**config.mk**
```make
export PLATFORM = sky130hd
export DESIGN_NAME = rbh_mul
export DESIGN_NICKNAME = d
export VERILOG_FILES = /design/src/rtl/rbh_mul.sv
export SDC_FILE = /design/constraint.sdc
export NUM_CORES = 2
export LEC_CHECK = 0
export BUFFER_PORTS_ARGS = -buffer_cell sky130_fd_sc_hd__buf_2
export CAP_MARGIN = 25
export CORE_MARGIN = 2
export CORE_UTILIZATION = 40
export DETAILED_ROUTE_END_ITERATION = 10
export GPL_TIMING_DRIVEN = 0
export HOLD_SLACK_MARGIN = 0.15
export PLACE_DENSITY = 0.52
export REMOVE_ABC_BUFFERS = 1
export SLEW_MARGIN = 20
export SYNTH_ARGS = -nofsm -noshare
export SYNTH_HDL_FRONTEND = slang
export SYNTH_SLANG_ARGS = --single-unit
```
**constraint.sdc**
```tcl
create_clock -name clk -period 17.7 [get_ports clk]
set_input_delay 0 -clock clk [delete_from_list [all_inputs] [get_ports clk]]
set_output_delay 0 -clock clk [all_outputs]
set_load 0.1 [all_outputs]
```
**src/rtl/rbh_mul.sv**
```systemverilog
// Registered signed multiplier with enable.
// Depends on nothing.
`default_nettype none
module rbh_mul #(
  parameter int AW = 33,
  parameter int BW = 32
) (
  input  wire logic                 clk,
  input  wire logic                 en,
  input  wire logic signed [AW-1:0] a,
  input  wire logic signed [BW-1:0] b,
  output logic signed [AW+BW-1:0]   p
);
  always_ff @(posedge clk) begin
    if (en) begin
      p <= a * b;
    end
  end
endmodule
`default_nettype wire

```
==> key figures <==
Synth
  – Synth Register Bits: 65
  – Post-synth cell types: between 50 and 60
  – Syn Area/Cell: 9.69 um2
  – Top cells by area, synth: fa_1, inv_1, and2_1
  – Synth top area share: 57.2%
  – Ys flop type: edfxtp_1
  – Post-synth ARST share: 0%
  – Post-Syn Area: 38900 um2
  – Count leader, synth: fa_1
  – Seq/Total Area, Yosys: 5.02%
  – Top cells by count, synth: fa_1, inv_1, nand2_1, and2_1, clkbuf_1
  – Post-synth EDFFs: 65
  – Cell taking the most area after synthesis: fa_1
  – Yosys warnings: 0
  – Post-Syn Instances: 4014

Clocking
  – Post-CTS Setup Repair Bufs: 0
  – Num CTS Buffers: 9
  – CTS Root Cell: clkbuf_16
  – TritonCTS Sinks: 65
  – H-tree depth: 3
  – Worst-path clk slew: 0.06 ns
  – Max Buffers Root-to-Sink: 2
  – CTS tree: done
  – Number of gates resized after CTS: 0

Die
  – Area of the die: 99800 um2
  – Initial core utilization: 40.3%
  – Row cnt: 114
  – CORE AREA: 96600 um2
  – Die Ht: 316 um
  – Die width: 316 um
  – Ports: 132

Finish
  – Layout Nets: roughly 5300
  – Diodes inserted: 0
  – Largest regs: p: 65 flops
  – Area delta synth->final: 4.62%
  – Largest register FFs: 65
  – Biggest register: p
  – Share of cells above drive strength 1: 3.92%

Timing
  – Fmax: 108 MHz
  – Count of final setup violators: 0
  – Tmin final: between 9 and 10 ns
  – Period utilisation layout: 52.5%
  – Slew Limit Headroom: 27.8%
  – Worst slew pin tran: 1.08 ns
  – Setup repair after global routing missed its margin: false
  – Slew Viols, Final: 0
  – Post-route setup TNS: 0 ns
  – Fin. Hold Viols: 0
  – Worst Setup Slack, final: 8.41 ns
  – Hold WS: about 0.46 ns

Global route
  – Total grt overflow: 0
  – Vias in the first global route: approximately 30000
  – Largest net degree at the start of global routing: 41
  – All-layer global routing usage: 23.3%
  – Initial antenna violation count: 5
  – First-pass GRT wire length: 175000 um

Setup path
  – CP max FO: 33
  – CP Class: in2reg
  – Startpoint types: primary input
  – CP endpoint kind: register
  – CP arrival: approximately 9.4 ns
  – Worst endpoint required time: between 15 and 20 ns

Placed design
  – Port bufs: roughly 130
  – DP HPWL: between 80000 and 90000 um
  – Pre-CTS WS: 7.97 ns
  – GPL Wtd Cong: 0.869

Route
  – Total Wirelength: 109000 um
  – Drt first-iter violations: around 1200
  – Residual DRC: 0
  – First drt pass iteration count: 5
  – Via count: 26159
  – DR vias/cell: approximately 5.0
  – Routed WL per cell: 20.8 um
  – Final ANT Viol Nets: 0

Hold path
  – Min-delay worst type: in2reg
  – Hold Crit Depth: 2
  – Worst Hold End: p[0]$_DFFE_PP_
  – Min-delay src: b[0]

Status
  – Status: finished, final reports clean

Flow run
  – # Max-Cap Violations: 0
-- through the flow --
stage          area (um2)  instances  util [%]
2_1_floorplan       38100       3803         -
3_3_place_gp        40400       5210      41.8
3_5_place_dp        40400       5212      41.8
4_1_cts             40700       5228      42.1
5_1_grt             40700       5228      42.1
6_report            40700       5228      42.1
-- worst max-delay path by stage --
stage	start	endpoint	depth (start not counted)
2_1_floorplan	a[32]	p[64]$_DFFE_PP_	23
3_3_place_gp	b[5]	p[64]$_DFFE_PP_	26
3_5_place_dp	b[5]	p[64]$_DFFE_PP_	26
4_1_cts	b[5]	p[64]$_DFFE_PP_	26
5_1_grt	b[5]	p[64]$_DFFE_PP_	26
6_report	b[5]	p[64]$_DFFE_PP_	26
-- cells in the final DEF, fill, tap and decap left out, types with 5 or more instances in the layout --
cell type     n
o21bai_1     12
nor2b_1       6
o21ai_1       6
buf_2       130
nand2b_1     11
xor2_1       27
and3_1        8
nand4_1      12
o21ai_0      25
clkbuf_16     9
a31oi_1       8
nand2_1     536
a21o_1       30
and2_1      531
inv_1       988
fa_1       1111
o31ai_1       5
xnor2_1      47
edfxtp_1     65
nor3_1        5
ha_1        186
nor2_1       47
a21oi_1      70
nand3_1      12
o21a_1        6
-- layer usage --
layer	share of wire [%]	track usage, %
met5	0.019	0
met4	2.8	6.07
met3	5.1	3.34
met2	51	41.2
met1	41	30.1
-- timing repair --
action | CTS | global route
setup endpoints to repair | 0 | 0
hold buffers | 1 | 0
hold endpoints to repair | 25 | 0
-- kinds of logic (layout without fill, tap and decap cells) --
logic type / after synthesis / after routing / share of synthesized area [%]
compound gates: 202 / 202 / 3.41
flops: 65 / 65 / 5.02
xor+xnor: 74 / 74 / 1.67
buf+inv: 1200 / 1138 / 11.6
fa+ha+maj: 1298 / 1298 / 63.2
simple gates: 1175 / 1175 / 15.1
-- worst max-delay path, stage by stage --
cell and delay [ns]:
buf_2 0.65, nand2_1 0.29, inv_1 0.16, fa_1 0.39
inv_1 0.28, fa_1 0.48, inv_1 0.24, fa_1 0.52
fa_1 1.01, inv_1 0.45, fa_1 0.61, inv_1 0.06
fa_1 0.54, inv_1 0.06, fa_1 0.54, inv_1 0.07
fa_1 0.46, ha_1 0.35, and3_1 0.25, and2_1 0.20
a221o_1 0.34, a22o_1 0.20, a31oi_1 0.68, o311ai_1 0.22
o211ai_1 0.15, xnor2_1 0.15
-- area by class of cell --
type / instances / area, um2
Clock inverter: 5 / 47.5
Multi-Input combinational cell: 2749 / 32500
Inverter: 989 / 3710
Sequential cell: 65 / 1950
Tap cell: 1276 / 1600
Clock buffer: 10 / 229
Fill cell: 9508 / 55900
Timing Repair Buffer: 134 / 708
Power is left out: the tool's default activity adds up to more than one toggle a clock period on the data nets, which glitch-free logic cannot reach.
